`config.mk`:
```
export PLATFORM = sky130hd
export DESIGN_NAME = tree_join_task_dispatcher_top
export DESIGN_NICKNAME = d
export VERILOG_FILES = /design/src/rtl/tjd_pkg.sv /design/src/rtl/tjd_front.sv /design/src/rtl/tjd_back.sv /design/src/rtl/tree_join_task_dispatcher_top.sv
export SDC_FILE = /design/constraint.sdc
export NUM_CORES = 2
export LEC_CHECK = 0
export BUFFER_PORTS_ARGS = -buffer_cell sky130_fd_sc_hd__buf_4
export CORE_MARGIN = 5
export CORE_UTILIZATION = 50
export DETAILED_ROUTE_END_ITERATION = 8
export PLACE_DENSITY = 0.68
export SETUP_SLACK_MARGIN = 0.05
export SYNTH_ARGS = -nofsm -noshare
export SYNTH_HDL_FRONTEND = slang
export SYNTH_SLANG_ARGS = --single-unit
```
`constraint.sdc`:
```
create_clock -name clock -period 6.28 [get_ports clock]
set_input_delay 1.256 -clock clock [delete_from_list [all_inputs] [get_ports clock]]
set_output_delay 1.256 -clock clock [all_outputs]
set_load 0.1 [all_outputs]
```
`src/rtl/tjd_pkg.sv`:
```
`timescale 1ns / 1ps
package tjd_pkg;

   localparam int CACHE_PAIRS = 32;
   localparam int NUM_PE      = 8;
   localparam int ADDR_BITS   = 20;
   localparam int SLOT_BITS   = $clog2(CACHE_PAIRS);
   localparam int PE_BITS     = 3;
   localparam int CNT_BITS    = 20;
   localparam int LEN_BITS    = 6;
   localparam int LEVEL_BITS  = 4;

   localparam logic CSR_MAX_LEVEL_A = 1'b0;
   localparam logic CSR_MAX_LEVEL_B = 1'b1;

   typedef enum logic [1:0] {
      MODE_START   = 2'd0,
      MODE_RELEASE = 2'd1,
      MODE_PAIR    = 2'd2,
      MODE_COUNT   = 2'd3
   } mode_type;

   typedef enum logic [2:0] {
      KIND_LAYER_COUNT = 3'd0,
      KIND_WRITE_ADDR  = 3'd1,
      KIND_READ_BURST  = 3'd2,
      KIND_DISPATCH    = 3'd3,
      KIND_FINISH      = 3'd4,
      KIND_TASK_COUNT  = 3'd5
   } kind_type;

   typedef enum logic [1:0] {
      PH_IDLE     = 2'd0,
      PH_FILL     = 2'd1,
      PH_DISPATCH = 2'd2,
      PH_WAITCNT  = 2'd3
   } phase_type;

   typedef enum logic [3:0] {
      ST_IDLE, ST_EXEC, ST_CNT, ST_WADDR, ST_ADV,
      ST_DISP, ST_DSEND, ST_FIN, ST_TASK, ST_DONE
   } state_type;

   typedef struct packed {
      mode_type              mode;
      logic [PE_BITS-1:0]    pe;
      logic [31:0]           pf;
      logic [31:0]           ps;
      logic [CNT_BITS-1:0]   cnt;
   } cmd_type;

   typedef struct packed {
      kind_type              kind;
      logic [31:0]           value;
      logic [LEN_BITS-1:0]   blen;
      logic [31:0]           pf;
      logic [31:0]           ps;
      logic [PE_BITS-1:0]    pe;
   } rsp_type;

endpackage

```
`src/rtl/tjd_front.sv`:
```
`timescale 1ns / 1ps
module tjd_front (
   input  logic              clock,
   input  logic              reset,
   input  logic              req_valid,
   output logic              req_ready,
   input  logic [1:0]        req_mode,
   input  logic [2:0]        req_pe_index,
   input  logic [31:0]       req_page_first,
   input  logic [31:0]       req_page_second,
   input  logic [19:0]       req_pair_count,
   output logic              cmd_valid,
   output tjd_pkg::cmd_type  cmd,
   input  logic              cmd_pop
);
   import tjd_pkg::*;

   // Two-entry queue of classified transactions.
   cmd_type    slot_ff [2];
   logic       wr_ptr_ff, wr_ptr_in;
   logic       rd_ptr_ff, rd_ptr_in;
   logic [1:0] count_ff, count_in;
   logic       push, pop;
   cmd_type    req_cmd;

   always_comb begin
      req_cmd.mode = mode_type'(req_mode);
      req_cmd.pe   = req_pe_index;
      req_cmd.pf   = req_page_first;
      req_cmd.ps   = req_page_second;
      req_cmd.cnt  = req_pair_count;
      req_ready    = (count_ff != 2'd2);
      cmd_valid    = (count_ff != 2'd0);
      cmd          = slot_ff[rd_ptr_ff];
      push         = req_valid && req_ready;
      pop          = cmd_pop && cmd_valid;
      wr_ptr_in    = push ? ~wr_ptr_ff : wr_ptr_ff;
      rd_ptr_in    = pop ? ~rd_ptr_ff : rd_ptr_ff;
      count_in     = count_ff + {1'b0, push} - {1'b0, pop};
   end

   always_ff @(posedge clock) begin
      if (reset) begin
         wr_ptr_ff <= 1'b0;
         rd_ptr_ff <= 1'b0;
         count_ff  <= 2'd0;
      end else begin
         wr_ptr_ff <= wr_ptr_in;
         rd_ptr_ff <= rd_ptr_in;
         count_ff  <= count_in;
      end
   end

   always_ff @(posedge clock) begin
      if (push) begin
         slot_ff[wr_ptr_ff] <= req_cmd;
      end
   end

endmodule

```
`src/rtl/tjd_back.sv`:
```
`timescale 1ns / 1ps
module tjd_back (
   input  logic              clock,
   input  logic              reset,
   input  logic              cmd_valid,
   input  tjd_pkg::cmd_type  cmd,
   output logic              cmd_pop,
   input  logic              csr_write_enable,
   input  logic              csr_index,
   input  logic [3:0]        csr_write_data,
   output logic              rsp_valid,
   input  logic              rsp_ready,
   output tjd_pkg::rsp_type  rsp,
   output logic              rsp_last
);
   import tjd_pkg::*;

   state_type             state_ff, state_in;
   phase_type             phase_ff, phase_in;
   logic [LEVEL_BITS-1:0] level_ff, level_in;
   logic [ADDR_BITS-1:0]  total_ff, total_in;
   logic [ADDR_BITS-1:0]  start_ff, start_in;
   logic [ADDR_BITS-1:0]  next_ff, next_in;
   logic [ADDR_BITS-1:0]  base_ff, base_in;
   logic [LEN_BITS-1:0]   fill_ff, fill_in;
   logic [LEN_BITS-1:0]   len_ff, len_in;
   logic [NUM_PE-1:0]     busy_ff, busy_in;
   logic [31:0]           tot_ff [NUM_PE];
   cmd_type               cur_ff, cur_in;
   logic [PE_BITS-1:0]    pick_ff, pick_in;
   logic [PE_BITS-1:0]    tsk_ff, tsk_in;
   logic                  pend_valid_ff, pend_valid_in;
   rsp_type               pend_ff, pend_in;
   logic                  out_valid_ff, out_valid_in;
   rsp_type               out_ff, out_in;
   logic                  out_last_ff, out_last_in;
   logic [3:0]            max_a_ff, max_b_ff;

   logic [63:0]           buf_mem [CACHE_PAIRS];
   logic [63:0]           buf_rd_ff;
   logic                  buf_we;
   logic [SLOT_BITS-1:0]  buf_waddr, buf_raddr;
   logic [63:0]           buf_wdata;

   logic                  emit, inc, clr_tot, out_free, can_emit, any_idle;
   rsp_type               emit_data;
   logic [LEVEL_BITS-1:0] depth;
   logic [ADDR_BITS-1:0]  rem, offset;
   logic [ADDR_BITS:0]    burst_end;
   logic [PE_BITS-1:0]    lowest_idle;

   always_comb begin
      // Depth is the larger tree.
      depth     = (max_a_ff > max_b_ff) ? max_a_ff : max_b_ff;
      rem       = total_ff - next_ff;
      offset    = next_ff - base_ff;
      burst_end = {1'b0, base_ff} + {{(ADDR_BITS+1-LEN_BITS){1'b0}}, len_ff};
      buf_raddr = offset[SLOT_BITS-1:0];
      any_idle    = 1'b0;
      lowest_idle = '0;
      for (int i = NUM_PE - 1; i >= 0; i--) begin
         if (!busy_ff[i]) begin
            any_idle    = 1'b1;
            lowest_idle = PE_BITS'(i);
         end
      end
   end

   always_comb begin
      state_in      = state_ff;
      phase_in      = phase_ff;
      level_in      = level_ff;
      total_in      = total_ff;
      start_in      = start_ff;
      next_in       = next_ff;
      base_in       = base_ff;
      fill_in       = fill_ff;
      len_in        = len_ff;
      busy_in       = busy_ff;
      cur_in        = cur_ff;
      pick_in       = pick_ff;
      tsk_in        = tsk_ff;
      pend_valid_in = pend_valid_ff;
      pend_in       = pend_ff;
      out_valid_in  = out_valid_ff;
      out_in        = out_ff;
      out_last_in   = out_last_ff;
      cmd_pop       = 1'b0;
      emit          = 1'b0;
      emit_data     = '0;
      inc           = 1'b0;
      clr_tot       = 1'b0;
      buf_we        = 1'b0;
      buf_waddr     = fill_ff[SLOT_BITS-1:0];
      buf_wdata     = {cur_ff.pf, cur_ff.ps};

      out_free = !out_valid_ff || rsp_ready;
      can_emit = !pend_valid_ff || out_free;
      if (out_valid_ff && rsp_ready) begin
         out_valid_in = 1'b0;
      end

      case (state_ff)
         ST_IDLE: begin
            if (cmd_valid) begin
               cur_in   = cmd;
               cmd_pop  = 1'b1;
               state_in = ST_EXEC;
            end
         end
         ST_EXEC: begin
            state_in = ST_DONE;
            case (cur_ff.mode)
               MODE_START: begin
                  busy_in  = '0;
                  clr_tot  = 1'b1;
                  level_in = LEVEL_BITS'(1);
                  total_in = ADDR_BITS'(1);
                  start_in = '0;
                  next_in  = '0;
                  base_in  = '0;
                  fill_in  = '0;
                  len_in   = '0;
                  state_in = (depth == '0) ? ST_FIN : ST_CNT;
               end
               MODE_RELEASE: begin
                  if (int'(cur_ff.pe) < NUM_PE) begin
                     busy_in[cur_ff.pe] = 1'b0;
                     if (phase_ff == PH_DISPATCH) begin
                        state_in = ST_DISP;
                     end
                  end
               end
               MODE_PAIR: begin
                  if (phase_ff == PH_FILL && fill_ff < len_ff) begin
                     buf_we  = 1'b1;
                     fill_in = fill_ff + LEN_BITS'(1);
                     if (fill_in >= len_ff) begin
                        state_in = ST_DISP;
                     end
                  end
               end
               MODE_COUNT: begin
                  if (phase_ff == PH_WAITCNT) begin
                     start_in = start_ff + total_ff;
                     total_in = cur_ff.cnt;
                     level_in = level_ff + LEVEL_BITS'(1);
                     state_in = ST_CNT;
                  end
               end
               default: state_in = ST_DONE;
            endcase
         end
         ST_CNT: begin
            if (can_emit) begin
               emit            = 1'b1;
               emit_data.kind  = KIND_LAYER_COUNT;
               emit_data.value = 32'(total_ff);
               state_in        = ST_WADDR;
            end
         end
         ST_WADDR: begin
            if (can_emit) begin
               emit            = 1'b1;
               emit_data.kind  = KIND_WRITE_ADDR;
               emit_data.value = 32'(ADDR_BITS'(start_ff + total_ff));
               next_in         = '0;
               state_in        = ST_ADV;
            end
         end
         ST_ADV: begin
            if (next_ff < total_ff) begin
               if (can_emit) begin
                  emit            = 1'b1;
                  emit_data.kind  = KIND_READ_BURST;
                  emit_data.value = 32'(ADDR_BITS'(start_ff + next_ff));
                  emit_data.blen  = (rem < ADDR_BITS'(CACHE_PAIRS)) ?
                                    rem[LEN_BITS-1:0] : LEN_BITS'(CACHE_PAIRS);
                  base_in         = next_ff;
                  len_in          = emit_data.blen;
                  fill_in         = '0;
                  phase_in        = PH_FILL;
                  state_in        = ST_DONE;
               end
            end else begin
               fill_in = '0;
               len_in  = '0;
               base_in = '0;
               if (level_ff < depth) begin
                  phase_in = PH_WAITCNT;
                  state_in = ST_DONE;
               end else begin
                  state_in = ST_FIN;
               end
            end
         end
         ST_DISP: begin
            if ({1'b0, next_ff} < burst_end) begin
               if (any_idle) begin
                  pick_in  = lowest_idle;
                  state_in = ST_DSEND;
               end else begin
                  phase_in = PH_DISPATCH;
                  state_in = ST_DONE;
               end
            end else begin
               state_in = ST_ADV;
            end
         end
         ST_DSEND: begin
            if (can_emit) begin
               emit              = 1'b1;
               emit_data.kind    = KIND_DISPATCH;
               emit_data.pf      = buf_rd_ff[63:32];
               emit_data.ps      = buf_rd_ff[31:0];
               emit_data.pe      = pick_ff;
               busy_in[pick_ff]  = 1'b1;
               inc               = 1'b1;
               next_in           = next_ff + ADDR_BITS'(1);
               state_in          = ST_DISP;
            end
         end
         ST_FIN: begin
            if (can_emit) begin
               emit            = 1'b1;
               emit_data.kind  = KIND_FINISH;
               emit_data.value = 32'd1;
               tsk_in          = '0;
               state_in        = ST_TASK;
            end
         end
         ST_TASK: begin
            if (can_emit) begin
               emit            = 1'b1;
               emit_data.kind  = KIND_TASK_COUNT;
               emit_data.value = tot_ff[tsk_ff];
               emit_data.pe    = tsk_ff;
               if (int'(tsk_ff) == NUM_PE - 1) begin
                  phase_in = PH_IDLE;
                  state_in = ST_DONE;
               end else begin
                  tsk_in = tsk_ff + PE_BITS'(1);
               end
            end
         end
         ST_DONE: begin
            // The held result is the final one of this transaction.
            if (!pend_valid_ff) begin
               state_in = ST_IDLE;
            end else if (out_free) begin
               out_valid_in  = 1'b1;
               out_in        = pend_ff;
               out_last_in   = 1'b1;
               pend_valid_in = 1'b0;
               state_in      = ST_IDLE;
            end
         end
         default: state_in = ST_IDLE;
      endcase

      // A new result pushes the held one out as not final.
      if (emit) begin
         if (pend_valid_ff) begin
            out_valid_in = 1'b1;
            out_in       = pend_ff;
            out_last_in  = 1'b0;
         end
         pend_valid_in = 1'b1;
         pend_in       = emit_data;
      end
   end

   always_ff @(posedge clock) begin
      if (reset) begin
         state_ff      <= ST_IDLE;
         phase_ff      <= PH_IDLE;
         level_ff      <= '0;
         total_ff      <= '0;
         start_ff      <= '0;
         next_ff       <= '0;
         base_ff       <= '0;
         fill_ff       <= '0;
         len_ff        <= '0;
         busy_ff       <= '0;
         pend_valid_ff <= 1'b0;
         out_valid_ff  <= 1'b0;
         max_a_ff      <= '0;
         max_b_ff      <= '0;
      end else begin
         state_ff      <= state_in;
         phase_ff      <= phase_in;
         level_ff      <= level_in;
         total_ff      <= total_in;
         start_ff      <= start_in;
         next_ff       <= next_in;
         base_ff       <= base_in;
         fill_ff       <= fill_in;
         len_ff        <= len_in;
         busy_ff       <= busy_in;
         pend_valid_ff <= pend_valid_in;
         out_valid_ff  <= out_valid_in;
         if (csr_write_enable && csr_index == CSR_MAX_LEVEL_A) begin
            max_a_ff <= csr_write_data;
         end
         if (csr_write_enable && csr_index == CSR_MAX_LEVEL_B) begin
            max_b_ff <= csr_write_data;
         end
      end
   end

   always_ff @(posedge clock) begin
      cur_ff      <= cur_in;
      pick_ff     <= pick_in;
      tsk_ff      <= tsk_in;
      pend_ff     <= pend_in;
      out_ff      <= out_in;
      out_last_ff <= out_last_in;
   end

   always_ff @(posedge clock) begin
      for (int i = 0; i < NUM_PE; i++) begin
         if (reset || clr_tot) begin
            tot_ff[i] <= '0;
         end else if (inc && int'(pick_ff) == i) begin
            tot_ff[i] <= tot_ff[i] + 32'd1;
         end
      end
   end

   always_ff @(posedge clock) begin
      if (buf_we) begin
         buf_mem[buf_waddr] <= buf_wdata;
      end
      buf_rd_ff <= buf_mem[buf_raddr];
   end

   assign rsp_valid = out_valid_ff;
   assign rsp       = out_ff;
   assign rsp_last  = out_last_ff;

endmodule

```
`src/rtl/tree_join_task_dispatcher_top.sv`:
```
`timescale 1ns / 1ps
// Tree-join task dispatcher. Each request transaction is queued by a small
// front stage (two entries) and then executed by a back-end sequencer that
// produces the resulting response transactions through an output register
// and takes a new request only when done; the final response of a request
// carries rsp_last. A request moves from the queue to a command register
// before it executes; each pair is dispatched in a select and a send state
// as the pair buffer is a memory with a registered read port. The sequencer
// holds one response back to learn whether it is final, so each response
// passes a holding register before the output register. Configuration writes
// (index 0 and 1, the two tree depths) are taken at any time but should
// only be made while idle.
module tree_join_task_dispatcher_top (
   input  logic        clock,
   input  logic        reset,
   input  logic        req_valid,
   output logic        req_ready,
   input  logic [1:0]  req_mode,
   input  logic [2:0]  req_pe_index,
   input  logic [31:0] req_page_first,
   input  logic [31:0] req_page_second,
   input  logic [19:0] req_pair_count,
   output logic        rsp_valid,
   input  logic        rsp_ready,
   output logic [2:0]  rsp_kind,
   output logic [31:0] rsp_value,
   output logic [5:0]  rsp_burst_len,
   output logic [31:0] rsp_out_page_first,
   output logic [31:0] rsp_out_page_second,
   output logic [2:0]  rsp_target_pe,
   output logic        rsp_last,
   input  logic        csr_write_enable,
   input  logic        csr_index,
   input  logic [3:0]  csr_write_data
);
   import tjd_pkg::*;

   logic    cmd_valid;
   logic    cmd_pop;
   cmd_type cmd;
   rsp_type rsp;

   // The front stage accepts and classifies request transactions.
   tjd_front u_front (
      .clock           (clock),
      .reset           (reset),
      .req_valid       (req_valid),
      .req_ready       (req_ready),
      .req_mode        (req_mode),
      .req_pe_index    (req_pe_index),
      .req_page_first  (req_page_first),
      .req_page_second (req_page_second),
      .req_pair_count  (req_pair_count),
      .cmd_valid       (cmd_valid),
      .cmd             (cmd),
      .cmd_pop         (cmd_pop)
   );

   // The back end walks the levels, buffers bursts and assigns pairs.
   tjd_back u_back (
      .clock            (clock),
      .reset            (reset),
      .cmd_valid        (cmd_valid),
      .cmd              (cmd),
      .cmd_pop          (cmd_pop),
      .csr_write_enable (csr_write_enable),
      .csr_index        (csr_index),
      .csr_write_data   (csr_write_data),
      .rsp_valid        (rsp_valid),
      .rsp_ready        (rsp_ready),
      .rsp              (rsp),
      .rsp_last         (rsp_last)
   );

   assign rsp_kind            = rsp.kind;
   assign rsp_value           = rsp.value;
   assign rsp_burst_len       = rsp.blen;
   assign rsp_out_page_first  = rsp.pf;
   assign rsp_out_page_second = rsp.ps;
   assign rsp_target_pe       = rsp.pe;

endmodule
```
* Word level (Yosys, flattened, before mapping)
Memory sizes are Yosys's and may differ from the RTL's. A register that Yosys moved wholly into a read port is not among the register bits.
Cells that the tools add are included.
** Word-level totals
- Memory bits (writable) :: 2482
- Output and inout port bits :: 111
- Bits of input ports :: 99
- Register bits after elaboration :: 347
- Memories kept :: 3
** Memories
- u_back.buf_mem :: depth 32, bits a word 64, read ports 1, clocked after Yosys merged registers in 1, write ports 1, RTL line tjd_back.sv:39 : logic [63:0] buf_mem [CACHE_PAIRS];
- u_back.tot_ff :: depth 8, bits a word 32, read ports 9, clocked after Yosys merged registers in 1, write ports 8, RTL line tjd_back.sv:28 : logic [31:0] tot_ff [NUM_PE];
- u_front.slot_ff :: depth 2, bits a word 89, read ports 1, clocked after Yosys merged registers in 1, write ports 1, RTL line tjd_front.sv:19 : cmd_type slot_ff [2];
** Cells by class
- Add/sub/neg operators :: 19
- Bitwise operators :: 14
- Reduce and logical (&&, ||, !) cells :: 48
- $lt $le $gt $ge :: 11
- Multiplexer cells :: 161
- Equal/unequal tests :: 42
** Operators by type and width (number)
- $mux W108 :: 5
- $add A32 B1 Y32 const B :: 8
- $mux W32 :: 8
- $mux W20 :: 8
- $pmux W32 S5 :: 1
- $pmux W20 S2 :: 3
- $mux W4 :: 20
- $mux W35 :: 2
- $mux W1 :: 66
- $pmux W20 S3 :: 1
- $mux W6 :: 7
- $mux W41 :: 1
- $add A20 B20 Y20 :: 2
- $mux W40 :: 1
- $pmux W4 S10 :: 1
- $pmux W6 S2 :: 3
- $mux W3 :: 11
- $mux W33 :: 1
- $pmux W8 S2 :: 2
- $add A20 B6 Y21 :: 1
- $lt A20 B21 Y1 :: 1
- $add A20 B1 Y20 const B :: 1
- $lt A20 B20 Y1 :: 1
- $lt A20 B6 Y1 const B :: 1
- other kinds (55) :: 139

* Depth between registers and ports, before layout
- Depth after elaboration :: 11
- Gate-level depth with buffers :: 19
- Gate-level depth less buffers :: 19

* By module
A second synthesis with hierarchy kept.
** Second synthesis, totals
- Cells, all modules :: 7340
- Area, all modules :: 122004.5 µm²
** Modules (own cells, without submodules)
- tjd_back :: area each 115331.9 µm², sequential area each 82298.9 µm², instances 1, cells each 7034
- tjd_front :: area each 6672.6 µm², sequential area each 5445.2 µm², instances 1, cells each 306

* Worst setup path after synthesis
Ideal clock, no wire load.
- Path kind :: register to register
- From :: reg u_back.next_ff[6]
- To :: reg with a tool-made name
- Cell stages (with the launch flop) :: 13
- Period minus slack after synthesis :: 6.062 ns
- Required time :: 5.768 ns
- Slack :: 0.218 ns
- Arrival time :: 5.550 ns
- Cells stage by stage :: dfxtp_1 > inv_1 > ha_1 > o21ai_0 > a21boi_1 > nand3_2 > nand3_2 > a311oi_4 > nor3_2 > or3_4 > o211a_1 > buf_6 > clkbuf_1
** RTL lines
- from (decl) :: RTL line tjd_back.sv:23 : logic [ADDR_BITS-1:0] next_ff, next_in;
- from (signal assigned) :: RTL line tjd_back.sv:295 : next_ff <= next_in;

* Worst setup path after layout
- From :: reg u_back.len_ff[0]
- To :: reg u_back.pick_ff[2], enable pin
** On the way
- Longest elaborated chain between the ends :: 3
** RTL lines
- from (decl) :: RTL line tjd_back.sv:26 : logic [LEN_BITS-1:0] len_ff, len_in;
- from (signal assigned) :: RTL line tjd_back.sv:298 : len_ff <= len_in;
- $add A20 B6 Y21 :: RTL line tjd_back.sv:57 : burst_end = {1'b0, base_ff} + {{(ADDR_BITS+1-LEN_BITS){1'b0}}, len_ff};
- $lt A20 B21 Y1 :: RTL line tjd_back.sv:198 : if ({1'b0, next_ff} < burst_end) begin
- $reduce_and A3 Y1 (no line)
- to (signal assigned) :: RTL line tjd_back.sv:313 : pick_ff <= pick_in;
- to (decl) :: RTL line tjd_back.sv:30 : logic [PE_BITS-1:0] pick_ff, pick_in;
No other way between the ends.
A chain may end at the register's enable or synchronous reset.

==> run summary <==
routed len/inst: 27.0 µm
total die area: 254000 µm²
run status: completed
Non-Filler Instances: 11100
gr ovfl total: 0
DRC Markers: 0
crit-path most repeated cell: a21oi_1
CORE AREA: 243000 µm²
Cells after Synth: 7320
Most used DFF post-synth: edfxtp_1
Critical Path RT: 6.81 ns
share of the synthesized area in the top cell type: 68.9%
H-tree Lvls: 5
total CTS buffers: 326
leakage power: 45.8 nW
DRT Pass-1 Iters: 6
count leader, synth: edfxtp_1
Clock Path Buffers: 4
setup violators final: 0
io pins: 210
fin nets: 7882
flops & latches, synth: 2985
clk sinks: 2985
fin. max-slew vios: 0
Rel. slew slack: 10.5%
CP Launch Type: flip-flop
gpl congestion: 0.912
commonest cells in the netlist: edfxtp_1 (2794), nand2_1 (780), mux4_2 (576), nor2_1 (498), nand3_1 (470)
critical path data arrival time: 5.15 ns
final setup TNS: 0 ns
first-pass GRT wire length: 445000 µm
Buffers & Inverters on Critical Path: 1
WS Path Type: reg -> reg
worst r2r src: u_back.len_ff[0]$_SDFFE_PP0P_
max cap viols: 0
Syn-to-layout area delta: 13.7%
cts hold-fix bufs: 0
antenna-violating nets left: 0
min-delay worst type: in -> reg
Clk pin slew, worst setup/hold paths: 0.06 ns
pin count of the biggest net entering global routing: 145
cells along the critical path: ha_1 > inv_1 > fa_1 > nor2b_1 > o21ai_0 > a21oi_1 > o31ai_1 > nor2_1 > xnor2_1 > ha_1 > a21oi_1 > a21boi_0 > o21ai_0 > a21oi_1 > o211ai_1 > nand2_1 > nor3_1
Post-synth EDFFs: 2794
Via Count: 67500
Max Fclk: 0.217 GHz
hold_sp: req_pair_count[19]
Total GRT Usage: 23.5%
Worst Path Max Fanout: 7
asr flop ratio synth: 0%
Post-CTS Setup Bufs: 0
Util after Layout: 57.0%
CP max stage delay: 0.80 ns
Reg2Reg Setup Slack: 1.66 ns
top cells by area, synth: edfxtp_1 (69%), mux4_2 (11%), dfxtp_1 (3.1%)
Hold Vio Cnt, Final: 0
CTS root buffer: clkbuf_16
register area share after synthesis: 72.0%
CTS tree: done
chip width: 504 µm
library cells used by synthesis: 80
initial antenna violation count: 14
Setup crit end kind: flip-flop
maximum vdd drop: 0.314 mV
Placed Cells: 10500
Rows: 181
fraction of layout cells with a size suffix above 1: 19.9%
Buffers on Ports: 209
CTS resizes: 0
Worst-Margin Slew: 1.33 ns
Clk Latency, worst-skew pair: 0.98 ns
YS warnings: 0
Initial Util: 50.2%
PwrDens: 367 nW/µm²
die height: 504 µm
clk_skew: 0.0983 ns
Detailed Route WL: 300000 µm
vias in the first global route: 67100
Crit. Startpoint: u_back.len_ff[0]$_SDFFE_PP0P_
1st-iter DRT viols: 7541
cell area after synthesis: 122000 µm²
cell taking the most area after synthesis: edfxtp_1
Final Cycle Share: 73.5%
largest delay contributor family on the critical path: compound AO/OA/AOI/OAI gates
drt via density: 6.07
crit path max-delay cell type: o31ai_1
Mean Syn Cell Area: 16.6 µm²
post-DP HPWL: 178000 µm
RSZ-0062 raised after global routing: no
Syn Nets: 7548
Min Clock Period, post-route: 4.62 ns
## cell families (layout without fill, tap and decap cells)
family	after synthesis	count (layout)	share of synthesized area, %
simple gates	2233	2233	8.44
buf+inv	447	1026	1.40
compound gates	501	501	2.64
fa+ha+maj	129	129	1.36
flops	2985	2985	72.0
xor+xnor	312	312	2.24
other cells	0	4	0
mux	713	713	11.9
## registers in the layout, indices dropped and copies added (netlist names), 6 cells and up, named ones only
signal	flops
u_back.start_ff	20
u_back.pend_ff	108
u_back.busy_ff	8
u_front.slot_ff	178
u_back.base_ff	20
u_back.len_ff	6
u_back.buf_mem	2048
u_back.fill_ff	6
u_back.cur_ff	25
u_back.tot_ff	256
u_back.buf_rd_ff	64
u_back.next_ff	20
u_back.buf_wdata	64
u_back.total_ff	20
## layout make-up
class	count	area, µm²
Sequential cell	2985	87700
Timing Repair Buffer	360	3220
Clock inverter	157	1630
Fill cell	18200	104000
Multi-Input combinational cell	3888	32800
Clock buffer	416	8770
Inverter	93	349
Tap cell	3202	4010
Antenna cell	4	10.0
## metrics by stage
step / hold WS [ns] / total power, W / worst slack [ns] / instance area [µm²]
6_report: 0.461 / 0.0509 / 1.66 / 138000
5_1_grt: 0.401 / 0.0527 / 1.24 / 138000
4_1_cts: 0.371 / 0.0513 / 1.65 / 138000
2_1_floorplan: 0.454 / 0.0299 / 0.218 / 122000
3_5_place_dp: 0.485 / 0.0326 / 1.69 / 128000
3_3_place_gp: 0.471 / 0.0324 / 1.45 / 128000
## worst reg2reg max path: stages, from the launching register on
cell	delay, ns
dfxtp_1	0.34
ha_1	0.22
inv_1	0.07
fa_1	0.20
nor2b_1	0.06
o21ai_0	0.22
a21oi_1	0.15
o31ai_1	0.80
nor2_1	0.12
xnor2_1	0.17
ha_1	0.29
a21oi_1	0.17
a21boi_0	0.12
o21ai_0	0.16
a21oi_1	0.08
o211ai_1	0.27
nand2_1	0.09
nor3_1	0.69
## cell usage in the layout (no fill, tap or decap), types with 61 or more instances in the layout
cell type	Yosys	final
mux2_2	104	104
nand2_1	780	780
a21oi_1	110	110
and2_1	118	117
nor2_1	498	461
clkbuf_16	0	331
ha_1	124	123
mux4_2	576	576
nand3_1	470	470
inv_1	93	93
and3_1	128	126
o21ai_0	154	154
xnor2_1	128	125
buf_4	0	319
a22oi_1	61	61
dfxtp_1	191	188
xor2_1	184	182
edfxtp_1	2794	2794
clkbuf_1	229	68
## where the power goes
| part | total (W) | switching (W) | leakage (nW) | internal [W] |
|---|---|---|---|---|
| Sequential | 0.0264 | 0.00205 | 27.1 | 0.0243 |
| Combinational | 0.00581 | 0.00349 | 13.6 | 0.00232 |
| Clock | 0.0187 | 0.00754 | 5.06 | 0.0112 |
| Total | 0.0509 | 0.0131 | 45.8 | 0.0378 |
## worst paths after layout
| kind | endpoint | cells past startpoint |
|---|---|---|
| worst min-delay path | u_front.slot_ff[0][19]$_DFFE_PP_ | 1 |
| worst max register to register | u_back.pick_ff[2]$_SDFFCE_PN0N_ | 17 |
| worst max-delay path | u_back.pick_ff[2]$_SDFFCE_PN0N_ | 17 |
| worst min register to register | u_back.len_ff[1]$_SDFFE_PP0P_ | 2 |
## per-layer routing
| metal | part of all wire, % | track usage [%] |
|---|---|---|
| met1 | 43 | 35.2 |
| met2 | 46 | 36.2 |
| met3 | 8.7 | 4.13 |
| met4 | 2.4 | 6.19 |
| met5 | 0.0027 | 0 |
No activity file was read; power rests on OpenSTA's default activity.
